File: config.mk
export PLATFORM = sky130hd
export DESIGN_NAME = sptrm_queue
export DESIGN_NICKNAME = d
export VERILOG_FILES = /design/src/sparse_table_range_min_defines.svh /design/src/sptrm_pkg.sv /design/src/sptrm_queue.sv
export SDC_FILE = /design/constraint.sdc
export NUM_CORES = 1
export LEC_CHECK = 0
export BUFFER_PORTS_ARGS = -buffer_cell sky130_fd_sc_hd__buf_2
export CELL_PAD_IN_SITES_DETAIL_PLACEMENT = 2
export CELL_PAD_IN_SITES_GLOBAL_PLACEMENT = 2
export CORE_UTILIZATION = 35
export CTS_BUF_LIST = sky130_fd_sc_hd__clkbuf_4 sky130_fd_sc_hd__clkbuf_8
export CTS_CLUSTER_SIZE = 30
export DETAILED_ROUTE_END_ITERATION = 7
export GPL_ROUTABILITY_DRIVEN = 0
export HOLD_SLACK_MARGIN = 0.05
export PLACE_DENSITY_LB_ADDON = 0.1
export SLEW_MARGIN = 20
export SYNTH_ARGS = -nofsm -noshare
export SYNTH_HDL_FRONTEND = slang
export SYNTH_SLANG_ARGS = --single-unit
File: constraint.sdc
create_clock -name clk -period 1.8 [get_ports clk]
set_input_delay 0.36 -clock clk [delete_from_list [all_inputs] [get_ports clk]]
set_output_delay 0.36 -clock clk [all_outputs]
set_load 0.02 [all_outputs]
File: src/sparse_table_range_min_defines.svh
// Assertion macros for the sparse table range-minimum block.
`ifndef SPARSE_TABLE_RANGE_MIN_DEFINES_SVH
`define SPARSE_TABLE_RANGE_MIN_DEFINES_SVH

`ifndef SYNTHESIS
// Same-cycle implication, checked outside reset
`define SPTRM_ASSERT_NOW(LBL, CLK, RSTN, ANT, CONS) \
  LBL: assert property (@(posedge CLK) disable iff (!RSTN) (ANT) |-> (CONS)) \
    else $error("sptrm: same-cycle check failed");
// Next-cycle implication, checked outside reset
`define SPTRM_ASSERT_NEXT(LBL, CLK, RSTN, ANT, CONS) \
  LBL: assert property (@(posedge CLK) disable iff (!RSTN) (ANT) |=> (CONS)) \
    else $error("sptrm: next-cycle check failed");
`else
`define SPTRM_ASSERT_NOW(LBL, CLK, RSTN, ANT, CONS)
`define SPTRM_ASSERT_NEXT(LBL, CLK, RSTN, ANT, CONS)
`endif

`endif

File: src/sptrm_pkg.sv
// Shared types, codes and helpers for the sparse table range-minimum block.
`timescale 1ns / 1ps
`default_nettype none

package sptrm_pkg;

  // Fixed field widths
  localparam int VAL_W    = 32;
  localparam int MODE_W   = 2;
  localparam int STAT_W   = 2;
  localparam int IN_IDX_W = 10;
  localparam int SPAN_W   = IN_IDX_W + 1;
  localparam int KW       = $clog2(SPAN_W);

  // Default sizing
  localparam int MAX_ELEMS_DEF = 1024;
  localparam int LEVELS_DEF    = 11;

  // Input mode codes
  localparam logic [MODE_W-1:0] MODE_CLEAR  = 2'd0;
  localparam logic [MODE_W-1:0] MODE_APPEND = 2'd1;
  localparam logic [MODE_W-1:0] MODE_QUERY  = 2'd2;

  // Result status codes
  localparam logic [STAT_W-1:0] STAT_OK    = 2'd0;
  localparam logic [STAT_W-1:0] STAT_RANGE = 2'd1;
  localparam logic [STAT_W-1:0] STAT_FULL  = 2'd2;

  // Work handed from front to back
  typedef enum logic [1:0] {
    OP_REPLY,
    OP_APPEND,
    OP_QUERY
  } op_t;

  typedef struct packed {
    op_t               op;
    logic [STAT_W-1:0] status;
  } cmd_t;

  // Back-end sequencer states
  typedef enum logic [2:0] {
    BK_IDLE,
    BK_APPEND,
    BK_QRD_A,
    BK_QRD_B,
    BK_QMIN,
    BK_EMIT
  } back_state_t;

  // Signed minimum of two words
  function automatic logic [VAL_W-1:0] smin(input logic signed [VAL_W-1:0] a,
                                             input logic signed [VAL_W-1:0] b);
    return (a < b) ? a : b;
  endfunction

endpackage

`default_nettype wire

File: src/sptrm_queue.sv
// Two-entry queue between the front end and the back end.
`timescale 1ns / 1ps
`default_nettype none

module sptrm_queue
  import sptrm_pkg::*;
#(
  parameter int W = 8
) (
  input  logic         clk,
  input  logic         rst_n,
  input  logic         push,
  input  logic [W-1:0] din,
  input  logic         pop,
  output logic [W-1:0] dout,
  output logic         full,
  output logic         empty
);

  logic [W-1:0] ent_r [2];
  logic         wr_ptr_r, rd_ptr_r;
  logic [1:0]   cnt_r;
  logic         do_push, do_pop;

  assign full    = (cnt_r == 2'd2);
  assign empty   = (cnt_r == 2'd0);
  assign do_push = push && !full;
  assign do_pop  = pop && !empty;
  assign dout    = ent_r[rd_ptr_r];

  // Entry storage
  always_ff @(posedge clk) begin
    if (do_push) ent_r[wr_ptr_r] <= din;
  end

  // Pointers and fill level
  always_ff @(posedge clk) begin
    if (!rst_n) begin
      wr_ptr_r <= 1'b0;
      rd_ptr_r <= 1'b0;
      cnt_r    <= 2'd0;
    end else begin
      if (do_push) wr_ptr_r <= !wr_ptr_r;
      if (do_pop)  rd_ptr_r <= !rd_ptr_r;
      unique case ({do_push, do_pop})
        2'b10:   cnt_r <= cnt_r + 2'd1;
        2'b01:   cnt_r <= cnt_r - 2'd1;
        default: cnt_r <= cnt_r;
      endcase
    end
  end

endmodule

`default_nettype wire

Word level (Yosys, flattened, before mapping)
Memories as Yosys holds them, arrays and structs flattened. A register that Yosys moved wholly into a read port is not among the register bits.
Index checks and enable logic that the tools add are counted.
- register bits after elaboration: 4
- memory bits (writable): 16
- input port bits: 12
- output and inout bits: 10
- logic and storage cells: 22
- memories kept: 1
- add/sub/neg operators: 2
- equal/unequal tests: 3
- mux-type cells: 5
- reductions and logical operators: 8
- memory list (name ; words ; bits a word ; read ports ; clocked after memory_dff ; wr ports ; RTL line ; source):
    ent_r ; 2 ; 8 ; 1 ; 1 ; 1 ; sptrm_queue.sv:20 ; logic [W-1:0] ent_r [2];
- operators with widths (cell ; number):
    $eq 2x2->1 const B ; 2
    $logic_not 1->1 ; 4
    $mux 1 ; 4
    $pmux 2 s2 ; 1
    $add 2x1->2 const B ; 1
    $eq 2x1->1 const B ; 1
    $logic_and 1x1->1 ; 2
    $logic_not 2->1 ; 1
    $reduce_bool 2->1 ; 1
    $sub 2x1->2 const B ; 1

Logic depth before layout (Yosys ltp)
- depth in word-level cells: 5
- gate-level depth with buffers: 6
- gate-level depth less buffers: 6

Least setup slack after synthesis
Ideal clock, no wire load.
- path kind: reg2reg
- start: register cnt_r[0]
- end: register cnt_r[1]
- setup time: 70 ps
- arrival: 1382 ps
- required time: 1730 ps
- slack: 348 ps
- stages on the path, launching flop included: 6
- path buffers: 0
- clock period less this slack: 1452 ps
- cells stage by stage: dfxtp_1 > nand2b_2 > nand2_1 > ha_1 > or3_1 > a21oi_1
- cells in the longest elaborated chain, start to end: 5
- elaborated cells on any way between the ends: 12
- classes of those cells: add/sub (2); eq/ne (3); mux (1); reduce/logical (6)
- RTL lines (element ; RTL line ; source):
    start: declaration ; sptrm_queue.sv:22 ; logic [1:0] cnt_r;
    start signal: assignment ; sptrm_queue.sv:46 ; 2'b10: cnt_r <= cnt_r + 2'd1;
    start signal: assignment ; sptrm_queue.sv:47 ; 2'b01: cnt_r <= cnt_r - 2'd1;
    start signal: assignment ; sptrm_queue.sv:48 ; default: cnt_r <= cnt_r;
    $eq 2x2->1 / $logic_not 2->1 (equally long branches) ; sptrm_queue.sv:25, sptrm_queue.sv:26 ;
    $logic_not 1->1, on equally long branches ; sptrm_queue.sv:27, sptrm_queue.sv:28 ;
    $logic_and 1x1->1, on equally long branches ; sptrm_queue.sv:27, sptrm_queue.sv:28 ;
    $eq 2x1->1 / $eq 2x2->1 (equally long branches) ; sptrm_queue.sv:45 ; unique case ({do_push, do_pop})
    $pmux 2 s2 / $reduce_bool 2->1 (equally long branches) ; n/a ;
Parallel ways exist; a longest one is shown, timed or not.
A chain may end at the register's enable or synchronous reset.

==> metrics.md <==
| Metric | Value |
|---|---|
| Status | `finished clean` |
| Share of cells above drive strength 1 | `0.474` |
| CTS tree | `done` |
| Initial Util | `0.389` |
| Num CTS Buffers | `3` |
| TritonRoute pass-1 iters | `2` |
| Fin. max-slew vios | `0` |
| Routed vias | `between 400 and 500` |
| Syn_nets | `between 60 and 70` |
| Worst Path Max Fanout | `8` |
| Leakage | `between 0.3 and 0.4 nW` |
| Detailed-route wire length | `around 1400 µm` |
| Worst-Margin Slew | `0.373 ns` |
| First-pass GRT wire length | `about 2300 µm` |
| PwrDens | `approximately 1500 nW/µm²` |
| Fmax | `just over 600 MHz` |
| Hold-fix buffer count after cts | `0` |
| Initial antenna violation count | `0` |
| Post-DR vias/cell | `approximately 4.7` |
| Internal | `0.923 mW` |
| CP arrival | `~1.3 ns` |
| Residual DRC | `0` |
| Area contributors post-synth | `edfxtp_1 60%, dfxtp_1 12%, mux2_2 11%` |
| 1st-iter DRT viols | `1` |
| Yosys reg bits | `21` |
| Max-cap violations | `0` |
| Resize count post-CTS | `1` |
| Site Rows | `16` |
| Mapped Avg Cell Area | `15.4 µm²` |
| Clk_skew | `about 0.0068 ns` |
| Top cell type by total area after synthesis | `edfxtp_1` |
| H-tree levels | `1` |
| Required time worst endpoint | `1.44 ns` |
| Combinational share of power | `0.347` |
| Core footprint | `~2100 µm²` |
| Finished Layout Cells | `a little over 100` |
| Fill count | `about 210` |
| Clock latency on the worst-skew pair | `0.29 ns` |
| Crit path launch type | `register` |
| Worst rel slew slack | `0.751` |
| Post-Place Cells | `99` |
| Nets | `90` |
| Post-route ant nets | `0` |
| Final setup vio count | `0` |
| Number of synthesis warnings | `0` |
| Port bufs | `21` |
| Area Growth Syn to Fin | `20.4%` |
| Unrepaired setup endpoints after global routing | `false` |
| Post-synthesis cell area | `about 800 µm²` |
| Commonest non-fill, non-tap cells in the layout | `21 x buf_2, 16 x edfxtp_1, 8 x mux2_2` |
| Switching share of power | `0.341` |
| Post-CTS Setup Inserts | `0` |
| Crit Path Category | `register to output pin` |
| Sequential share of power | `0.499` |
| Cells after synthesis | `52` |
| Clk pwr share | `0.154` |
| Overflow after GRT | `0` |
| Net switching power | `0.478 mW` |
| Root buffer cell | `clkbuf_4` |
| Tightest Hold Check Type | `primary input to register` |
| Die W | `49.9 µm` |
| Min Clock Period, post-route | `roughly 1.6 ns` |
| CP Capture Type | `output pin` |
| Synth top area share | `0.599` |
| Antenna diodes | `0` |
| Final hold viol count | `0` |
| CTS sink cnt | `21` |
| GRT Total Usage | `0.128` |
| Die Height | `approximately 50 µm` |
| Total negative slack | `0 ns` |
| Vias in the first global route | `roughly 500` |
| Largest net degree at the start of global routing | `13` |
| Worst vdd ir | `around 0.77 mV` |
| Sequential share of the synthesized area | `0.724` |
| Period utilisation layout | `0.910` |
| Post-synthesis cell type count | `17` |
| Die Area | `2490 µm²` |
| Worst-path clk slew | `between 0.1 and 0.15 ns` |
| WL per Instance | `about 13 µm` |
| Commonest non-fill, non-tap cell in the layout | `buf_2` |
| Hpwl dp | `about 1100 µm` |
| Top Ports | `22` |
| Clk buf depth | `2` |
==> cell usage after synthesis <==
library cell and count:
mux2_2 8, clkbuf_1 1, dfxtp_1 5, ha_1 1
edfxtp_1 16, a21oi_1 2, and3_1 1, o21ai_0 2
or3_1 2, inv_2 1, inv_1 3, nand2_1 1
nand2b_2 1, xor2_1 1, o21a_1 1, xnor2_1 2
nor2_1 4
==> layout make-up <==
type | instances | area (µm²) | area share
clock inverter | 1 | 5.00 | 0.00518
inverter | 4 | 15.0 | 0.0155
timing repair buffer | 21 | 105 | 0.109
tap | 27 | 33.8 | 0.0350
sequential | 21 | 582 | 0.602
clock buffer | 3 | 22.5 | 0.0233
multi-input combinational | 26 | 203 | 0.210
==> worst max-delay path: stages (launching register included) <==
cell and delay [ns]:
dfxtp_2 0.46, mux2_2 0.36, buf_2 0.16
==> state kept, by name (all words and copies together), names as in the netlist, named ones only <==
register and cells:
rd_ptr_r 1, cnt_r 2, wr_ptr_r 1, ent_r 16
==> per-stage QoR <==
stage / total power, mW / hold slack (ns) / util / instance area (µm²) / setup slack, ns
floorplan: 1.05 / 0.458 / - / 802 / 0.348
global placement: 1.19 / 0.475 / 0.454 / 937 / 0.252
detailed placement: 1.20 / 0.497 / 0.454 / 937 / 0.229
CTS: 1.43 / 0.236 / 0.468 / 966 / 0.130
global route: 1.49 / 0.223 / 0.468 / 966 / 0.0798
finish: 1.40 / 0.249 / 0.468 / 966 / 0.161
==> path summary, 6_finish.rpt <==
kind	start	end	slack, ns	cells past startpoint
worst max register to register	cnt_r[0]	cnt_r[1]	0.21	5
worst max-delay path	register	dout[2]	0.16	2
worst min register to register	wr_ptr_r	wr_ptr_r	0.51	2
worst min-delay path	din[3]	ent_r[0][3]	0.25	1
==> cell families (layout without fill, tap and decap cells) <==
| group | Yosys count | count (layout) | synth area share |
|---|---|---|---|
| AOI/OAI and AO/OA | 5 | 5 | 0.0343 |
| xor gates and xnor gates | 3 | 3 | 0.0328 |
| adders and majority gates | 1 | 1 | 0.0156 |
| buffers and inverters | 5 | 29 | 0.0234 |
| DFF | 21 | 21 | 0.724 |
| muxes | 8 | 8 | 0.112 |
| and+or+nand+nor | 9 | 9 | 0.0577 |
==> metal layers <==
layer | wire length, µm | up-vias | track usage
met5 | 0 | - | 0
li1 | - | 234 | -
met4 | 11 | 0 | 0.0714
met2 | 715 | 12 | 0.221
met1 | 600 | 232 | 0.146
met3 | 42 | 2 | 0.0278
==> power groups by stage <==
stage                     Combinational [mW]  Clock, mW  Sequential, mW
after detailed placement               0.492          0           0.711
final                                  0.486      0.215           0.700
after global placement                 0.487          0           0.706
after floorplan                        0.382          0           0.670
after global routing                   0.528      0.247           0.713
after CTS                              0.496      0.230           0.702
Power figures use the tool's default switching activity.
