--- src/sparse_table_range_min_defines.svh ---
// Assertion macros for the sparse table range-minimum block.
`ifndef SPARSE_TABLE_RANGE_MIN_DEFINES_SVH
`define SPARSE_TABLE_RANGE_MIN_DEFINES_SVH

`ifndef SYNTHESIS
// Same-cycle implication, checked outside reset
`define SPTRM_ASSERT_NOW(LBL, CLK, RSTN, ANT, CONS) \
  LBL: assert property (@(posedge CLK) disable iff (!RSTN) (ANT) |-> (CONS)) \
    else $error("sptrm: same-cycle check failed");
// Next-cycle implication, checked outside reset
`define SPTRM_ASSERT_NEXT(LBL, CLK, RSTN, ANT, CONS) \
  LBL: assert property (@(posedge CLK) disable iff (!RSTN) (ANT) |=> (CONS)) \
    else $error("sptrm: next-cycle check failed");
`else
`define SPTRM_ASSERT_NOW(LBL, CLK, RSTN, ANT, CONS)
`define SPTRM_ASSERT_NEXT(LBL, CLK, RSTN, ANT, CONS)
`endif

`endif

--- src/sptrm_pkg.sv ---
// Shared types, codes and helpers for the sparse table range-minimum block.
`timescale 1ns / 1ps
`default_nettype none

package sptrm_pkg;

  // Fixed field widths
  localparam int VAL_W    = 32;
  localparam int MODE_W   = 2;
  localparam int STAT_W   = 2;
  localparam int IN_IDX_W = 10;
  localparam int SPAN_W   = IN_IDX_W + 1;
  localparam int KW       = $clog2(SPAN_W);

  // Default sizing
  localparam int MAX_ELEMS_DEF = 1024;
  localparam int LEVELS_DEF    = 11;

  // Input mode codes
  localparam logic [MODE_W-1:0] MODE_CLEAR  = 2'd0;
  localparam logic [MODE_W-1:0] MODE_APPEND = 2'd1;
  localparam logic [MODE_W-1:0] MODE_QUERY  = 2'd2;

  // Result status codes
  localparam logic [STAT_W-1:0] STAT_OK    = 2'd0;
  localparam logic [STAT_W-1:0] STAT_RANGE = 2'd1;
  localparam logic [STAT_W-1:0] STAT_FULL  = 2'd2;

  // Work handed from front to back
  typedef enum logic [1:0] {
    OP_REPLY,
    OP_APPEND,
    OP_QUERY
  } op_t;

  typedef struct packed {
    op_t               op;
    logic [STAT_W-1:0] status;
  } cmd_t;

  // Back-end sequencer states
  typedef enum logic [2:0] {
    BK_IDLE,
    BK_APPEND,
    BK_QRD_A,
    BK_QRD_B,
    BK_QMIN,
    BK_EMIT
  } back_state_t;

  // Signed minimum of two words
  function automatic logic [VAL_W-1:0] smin(input logic signed [VAL_W-1:0] a,
                                             input logic signed [VAL_W-1:0] b);
    return (a < b) ? a : b;
  endfunction

endpackage

`default_nettype wire

--- src/sptrm_front.sv ---
// Front end: accepts items, tracks the element count and classifies each item.
`timescale 1ns / 1ps
`default_nettype none

module sptrm_front
  import sptrm_pkg::*;
#(
  parameter int MAX_ELEMS = MAX_ELEMS_DEF,
  parameter int LEVELS    = LEVELS_DEF,
  localparam int IDX_W    = $clog2(MAX_ELEMS),
  localparam int LVL_W    = $clog2(LEVELS),
  localparam int ADDR_W   = LVL_W + IDX_W
) (
  input  logic                     clk,
  input  logic                     rst_n,
  input  logic                     in_valid,
  output logic                     in_ready,
  input  logic [MODE_W-1:0]        in_mode,
  input  logic signed [VAL_W-1:0]  in_value,
  input  logic [IN_IDX_W-1:0]      in_left_index,
  input  logic [IN_IDX_W-1:0]      in_right_index,
  input  logic                     q_full,
  output logic                     push,
  output cmd_t                     push_cmd,
  output logic [VAL_W-1:0]         push_value,
  output logic [IDX_W-1:0]         push_pos,
  output logic [ADDR_W-1:0]        push_addr_a,
  output logic [ADDR_W-1:0]        push_addr_b
);

  localparam int CNT_W = $clog2(MAX_ELEMS + 1);
  localparam int CW    = (CNT_W > IN_IDX_W) ? CNT_W : IN_IDX_W;

  logic [CNT_W-1:0]    count_r, count_nxt;
  logic [IN_IDX_W-1:0] lo, hi;
  logic [CW-1:0]       hi_w, cnt_w;
  logic [SPAN_W-1:0]   span, rstart;
  logic [KW-1:0]       k, kc;

  assign in_ready = !q_full;
  assign push     = in_valid && in_ready;

  // Order the query ends and check against the count
  assign lo    = (in_left_index > in_right_index) ? in_right_index : in_left_index;
  assign hi    = (in_left_index > in_right_index) ? in_left_index : in_right_index;
  assign hi_w  = CW'(hi);
  assign cnt_w = CW'(count_r);

  // Block level from the leading one of the span, capped at the top level
  assign span = SPAN_W'(hi) - SPAN_W'(lo) + SPAN_W'(1);
  always_comb begin
    k = '0;
    for (int i = 0; i < SPAN_W; i++) begin
      if (span[i]) k = KW'(i);
    end
  end
  assign kc     = (int'(k) > LEVELS - 1) ? KW'(LEVELS - 1) : k;
  assign rstart = SPAN_W'(hi) + SPAN_W'(1) - (SPAN_W'(1) << kc);

  assign push_value  = in_value;
  assign push_pos    = IDX_W'(count_r);
  assign push_addr_a = {LVL_W'(kc), IDX_W'(lo)};
  assign push_addr_b = {LVL_W'(kc), IDX_W'(rstart)};

  // Classify the item
  always_comb begin
    count_nxt       = count_r;
    push_cmd.op     = OP_REPLY;
    push_cmd.status = STAT_OK;
    unique case (in_mode)
      MODE_CLEAR: begin
        count_nxt = '0;
      end
      MODE_APPEND: begin
        if (count_r == CNT_W'(MAX_ELEMS)) begin
          push_cmd.status = STAT_FULL;
        end else begin
          push_cmd.op = OP_APPEND;
          count_nxt   = count_r + CNT_W'(1);
        end
      end
      MODE_QUERY: begin
        if (hi_w >= cnt_w) push_cmd.status = STAT_RANGE;
        else push_cmd.op = OP_QUERY;
      end
      default: begin
        push_cmd.op = OP_REPLY;
      end
    endcase
  end

  // Element count
  always_ff @(posedge clk) begin
    if (!rst_n) begin
      count_r <= '0;
    end else if (push) begin
      count_r <= count_nxt;
    end
  end

endmodule

`default_nettype wire

--- config.mk ---
export PLATFORM = sky130hd
export DESIGN_NAME = sptrm_front
export DESIGN_NICKNAME = d
export VERILOG_FILES = /design/src/sparse_table_range_min_defines.svh /design/src/sptrm_pkg.sv /design/src/sptrm_front.sv
export SDC_FILE = /design/constraint.sdc
export NUM_CORES = 1
export LEC_CHECK = 0
export BUFFER_PORTS_ARGS = -buffer_cell sky130_fd_sc_hd__clkbuf_2
export CAP_MARGIN = 20
export CORE_MARGIN = 8
export CORE_UTILIZATION = 44
export DETAILED_ROUTE_END_ITERATION = 8
export GPL_TIMING_DRIVEN = 0
export PLACE_DENSITY = 0.79
export SYNTH_ARGS = -nofsm -noshare
export SYNTH_HDL_FRONTEND = slang
export SYNTH_SLANG_ARGS = --single-unit
--- constraint.sdc ---
create_clock -name clk -period 6.1 [get_ports clk]
set_input_delay 0.61 -clock clk [delete_from_list [all_inputs] [get_ports clk]]
set_output_delay 0.61 -clock clk [all_outputs]
set_load 0.02 [all_outputs]
== Word level (Yosys, flattened, before mapping) ==
Index checks and enable logic that the tools add are counted.
Cells by class
  add/subtract/negate cells: 5
  order comparisons: 3
  equality and inequality tests: 4
  shifts and indexed selects: 1
  muxes and demuxes: 21
  reduce and logical (&&, ||, !) cells: 5
Operators with widths (count)
  4-bit 2-to-1 mux: 10
  11-bit by 1-bit adder with 11-bit output (second input constant): 2
  11-bit case mux with 2 select lines: 1
  10-bit 2-to-1 mux: 2
  11-bit equality test (second input constant): 1
  10-bit by 11-bit >= comparator with 1-bit output: 1
  11-bit 2-to-1 mux: 1
  10-bit by 10-bit subtractor with 11-bit output: 1
  10-bit by 1-bit adder with 10-bit output (second input constant): 1
  10-bit greater-than comparator: 1
  1-bit by 4-bit << shifter with 10-bit output (first input constant): 1
  10-bit subtractor: 1
  2-bit case mux with 2 select lines: 2
  4-bit greater-than comparator (second input constant): 1
  2-bit 2-to-1 mux: 2
  1-bit 2-to-1 mux: 3
  3-bit AND reduction: 1
  2-bit by 1-bit equality test with 1-bit output (second input constant): 1
  2-bit equality test (second input constant): 1
  2-bit logical NOT: 1
  2-bit != test (second input constant): 1
  2-bit nonzero test: 1
  1-bit logical AND: 1
  1-bit logical NOT: 1
Storage, ports and cells
  flip-flop bits (word level): 11
  bits of input ports: 58
  output and inout bits: 76

== Depth between registers and ports, before layout ==
  depth after elaboration: 18
  mapped depth: 31
  mapped depth without buffers: 29

== Worst setup path after synthesis ==
OpenSTA, ideal clock, no wires.
  kind: input-to-output
  start: input in_right_index[2]
  end: output push_addr_b[9]
  arrival: 6.020 ns
  path slack: -0.530 ns
  cell stages on the path: 26
  cell sequence: inv_1 -> ha_1 -> nand4_1 -> a211oi_2 -> a2111oi_4 -> nor2_1 -> clkbuf_1 -> buf_2 -> nand2_1 -> nor2_1 -> a21oi_1 -> fa_1 -> a21o_1 -> a21oi_1 -> xnor2_1 -> o21ba_1 -> o21ai_0 -> a21oi_1 -> or4b_1 -> ha_1 -> ha_1 -> and2_1 -> a22o_1 -> o41ai_1 -> xnor2_1 -> xnor2_1
Between the ends
  longest elaborated chain between the ends: 18
Ends and longest elaborated chain
  from (decl): RTL line sptrm_front.sv:21  | input logic [IN_IDX_W-1:0] in_right_index,
  10-bit greater-than comparator: RTL line sptrm_front.sv:44, sptrm_front.sv:45
  10-bit 2-to-1 mux, on equally long branches: RTL line sptrm_front.sv:45, sptrm_front.sv:44
  10-bit by 10-bit subtractor with 11-bit output: RTL line sptrm_front.sv:50  | assign span = SPAN_W'(hi) - SPAN_W'(lo) + SPAN_W'(1);
  11-bit by 1-bit adder with 11-bit output: RTL line sptrm_front.sv:50
  1-bit 2-to-1 mux: RTL line sptrm_front.sv:54  | if (span[i]) k = KW'(i);
  4-bit 2-to-1 mux (9 in a row): RTL line sptrm_front.sv:54
  4-bit greater-than comparator: RTL line sptrm_front.sv:57  | assign kc = (int'(k) > LEVELS - 1) ? KW'(LEVELS - 1) : k;
  4-bit 2-to-1 mux: RTL line sptrm_front.sv:57
  1-bit by 4-bit << shifter with 10-bit output: RTL line sptrm_front.sv:58  | assign rstart = SPAN_W'(hi) + SPAN_W'(1) - (SPAN_W'(1) << kc);
  10-bit subtractor *: RTL line sptrm_front.sv:58
  to (decl): RTL line sptrm_front.sv:28  | output logic [ADDR_W-1:0] push_addr_b
Every way passes the cells marked *; elsewhere a longest branch is shown, timed or not.

== Worst setup path in the final report ==
  start: input in_left_index[2]
  end: output push_addr_b[9]
Between the ends
  longest elaborated chain between the ends: 18
Ends and longest elaborated chain
  from (decl): RTL line sptrm_front.sv:20  | input logic [IN_IDX_W-1:0] in_left_index,
  10-bit greater-than comparator: RTL line sptrm_front.sv:44, sptrm_front.sv:45
  10-bit 2-to-1 mux, on equally long branches: RTL line sptrm_front.sv:45, sptrm_front.sv:44
  10-bit by 10-bit subtractor with 11-bit output: RTL line sptrm_front.sv:50
  11-bit by 1-bit adder with 11-bit output: RTL line sptrm_front.sv:50
  1-bit 2-to-1 mux: RTL line sptrm_front.sv:54
  4-bit 2-to-1 mux (9 in a row): RTL line sptrm_front.sv:54
  4-bit greater-than comparator: RTL line sptrm_front.sv:57
  4-bit 2-to-1 mux: RTL line sptrm_front.sv:57
  1-bit by 4-bit << shifter with 10-bit output: RTL line sptrm_front.sv:58
  10-bit subtractor *: RTL line sptrm_front.sv:58
Marked as above.

==> key figures <==
Run status
  • Outcome: finished, violations left
  • Violated checks: negative setup slack

Worst setup path
  • CP Class: input pin to primary output
  • Crit path required time: 5.49 ns
  • Worst Path Arrival: 5.97 ns
  • Crit-path slowest cell: nor3_2
  • Slowest stage delay, CP: 0.43 ns
  • CP endpoint kind: primary output
  • CP Max Fanout: 10
  • Worst setup SP type: input pin

GRT
  • First-pass GRT wire length: 13600 um
  • Antenna violations before repair: 0
  • Grt total ovfl: 0
  • Gr usage total: 16.4%
  • Vias in the first global route: 3099
  • Largest net degree at the start of global routing: 11

Placement
  • Cell Area, Placed: 0.00375 mm^2
  • RePlAce Congestion: 0.863
  • DP Cell Count: 569
  • IO Port Bufs: 101
  • Post-DP HPWL: 7130 um
  • DP Worst Slack: -0.861 ns

Die
  • Initial Utilization: 45.6%
  • Ports: 134
  • Die Area: 0.00947 mm^2
  • Core ar.: 0.00639 mm^2
  • Die Span Y: 97.3 um
  • Die W: 97.3 um
  • # rows: 29

Logic synthesis
  • Number of synthesized flops with an enable pin: 0
  • Syn nets: 502
  • YS warnings: 0
  • Cell variety after synth: 50
  • Predominant post-synthesis flop cell: dfxtp_1
  • Syn avg cell area: 7.44 um^2
  • Post-Synthesis Cells: 391
  • Synth Cell Area: 0.00291 mm^2
  • Register area share after synthesis: 7.57%
  • Synth async-reset ratio: 0%
  • Yosys reg bits: 11

Layout
  • Fillers: 561
  • Antenna Diode Count: 0
  • Area grow syn2layout: 45.8%
  • Layout net count: 632
  • Post-route insts no fill: 597
  • Max FFs per register: 11
  • Most common cell after layout, fill and taps aside: clkbuf_2
  • Most frequent cells in the layout: 81 x clkbuf_2, 71 x buf_4, 35 x ha_1, 30 x nand2_1, 27 x inv_1
  • Final Util: 66.4%
  • Final Cell Area: 0.00424 mm^2
  • Layout cells sized above 1: 48.7%

Timing
  • Final slew viol count: 0
  • Fin crit period: 6.58 ns
  • # setup viols final: 5
  • Final Hold Viols: 0
  • Post-route setup slack: -0.479 ns
  • Worst Skew: 0.00151 ns
  • Max Freq: 152 MHz
  • Worst Tran Pin Value: 0.523 ns
  • Tcrit/Tclk final: 108%
  • WHS: 0.522 ns
  • RSZ-0062 raised after global routing: true
  • Max-slew headroom: 64.8%

Routing
  • Detailed-route DRC error count: 0
  • Post-Route WL: 8820 um
  • DR vias/cell: 5.44
  • DRT iter0 DRCs: 151
  • Routed WL per cell: 14.8 um
  • Total number of vias: 3246
  • First-pass detailed-route iteration total: 4
  • Post-route antenna net violation count: 0

CTS
  • Clk pin slew, worst setup/hold paths: 0.05 ns
  • CTS buffer count: 3
  • H-tree depth: 1
  • CTS Sinks: 11
  • CTS Root Buffer Type: clkbuf_8
  • CTS tree: done
  • Worst-Skew Late Latency: 0.24 ns
  • CTS max path bufs: 2

Power
  • Worst VDD drop: 0.162 mV
  • Cell Pwr Density: 221 mW/mm^2
  • Lkg Pwr: 2.04 nW

Hold path
  • Hold/Removal Path Class: register to register

Flow run
  • Max Cap Viol: 0
-- layout make-up --
class | instances | area (um^2) | area share [%]
inverter | 38 | 165 | 3.89
sequential | 11 | 220 | 5.19
clock buffer | 4 | 45.0 | 1.06
tap | 77 | 96.3 | 2.27
multi-input combinational | 291 | 2500 | 58.9
timing repair buffer | 125 | 826 | 19.5
buffer | 51 | 390 | 9.20
-- cell families after synthesis --
logic type,count (synthesis),synth area share (%)
xor gates and xnor gates,21,6.58
adders and majority gates,53,23.3
buffers and inverters,89,17.5
AOI/OAI and AO/OA,91,21.3
muxes,9,3.44
DFF,11,7.57
and+or+nand+nor,117,20.2
-- through the flow --
stage          power, mW  setup TNS, ns
6_report           0.938          -1.09
5_1_grt             1.00          -2.81
4_1_cts            0.878          -1.34
3_5_place_dp       0.732          -2.45
3_3_place_gp       0.716          -2.07
2_1_floorplan      0.565              0
-- what timing repair did --
item	CTS	global route
resized for setup	25	61
buffers inserted	14	12
endpoints found under the setup margin	6	8
pin swaps	25	18
gates cloned	0	0
hold buffers	0	0
-- where the power goes --
group | internal [mW] | switching [mW]
logic | 0.361 | 0.429
clock network | 0.0460 | 0.0293
registers | 0.0722 | 0.000390
-- synthesized netlist by cell type, types with 3 or more instances --
cell	number	area, um^2
xor2_1	5	43.8
a21oi_1	21	105
o211ai_1	4	30.0
nor2_1	25	93.8
nor3_1	5	25.0
or3_1	13	81.3
nand2_1	31	116
o21ai_0	29	145
o21a_1	6	45.0
and2_1	4	25.0
inv_1	38	143
buf_2	3	15.0
a21o_1	10	75.1
nor2b_1	3	18.8
nor4_1	5	31.3
o211a_1	3	30.0
mux2_2	8	90.1
xnor2_1	15	131
buf_4	46	345
nand3_1	9	45.0
dfxtp_1	11	220
ha_1	51	638
nand4_1	10	62.6
-- worst max-delay path, delay by kind of cell --
kind                     cells  cell delay (ns)
AO/OA/AOI/OAI                9             1.59
XOR/XNOR                     3             0.59
adder cells (fa/ha/maj)      5             1.19
buffers and inverters        7             0.91
AND/OR/NAND/NOR              5             1.10
-- routing by layer --
metal | GRT usage (%) | routed length (um) | up-vias
met5 | 0 | 0 | -
met4 | 3.61 | 113 | 0
met3 | 3.98 | 585 | 11
met2 | 29.9 | 4480 | 129
met1 | 18.6 | 3650 | 1499
li1 | - | - | 1607
-- worst paths after layout --
path / from / slack [ns] / endpoint / cells past startpoint
hold reg to reg: cnt_w[6] / 0.52 / cnt_w[6] / 2
hold / removal: cnt_w[6] / 0.52 / cnt_w[6] / 2
setup / recovery: in_left_index[2] / -0.48 / push_addr_b[9] / 29
setup reg to reg: cnt_w[0] / 4.04 / cnt_w[10] / 8
No activity file was read; power rests on OpenSTA's default activity.
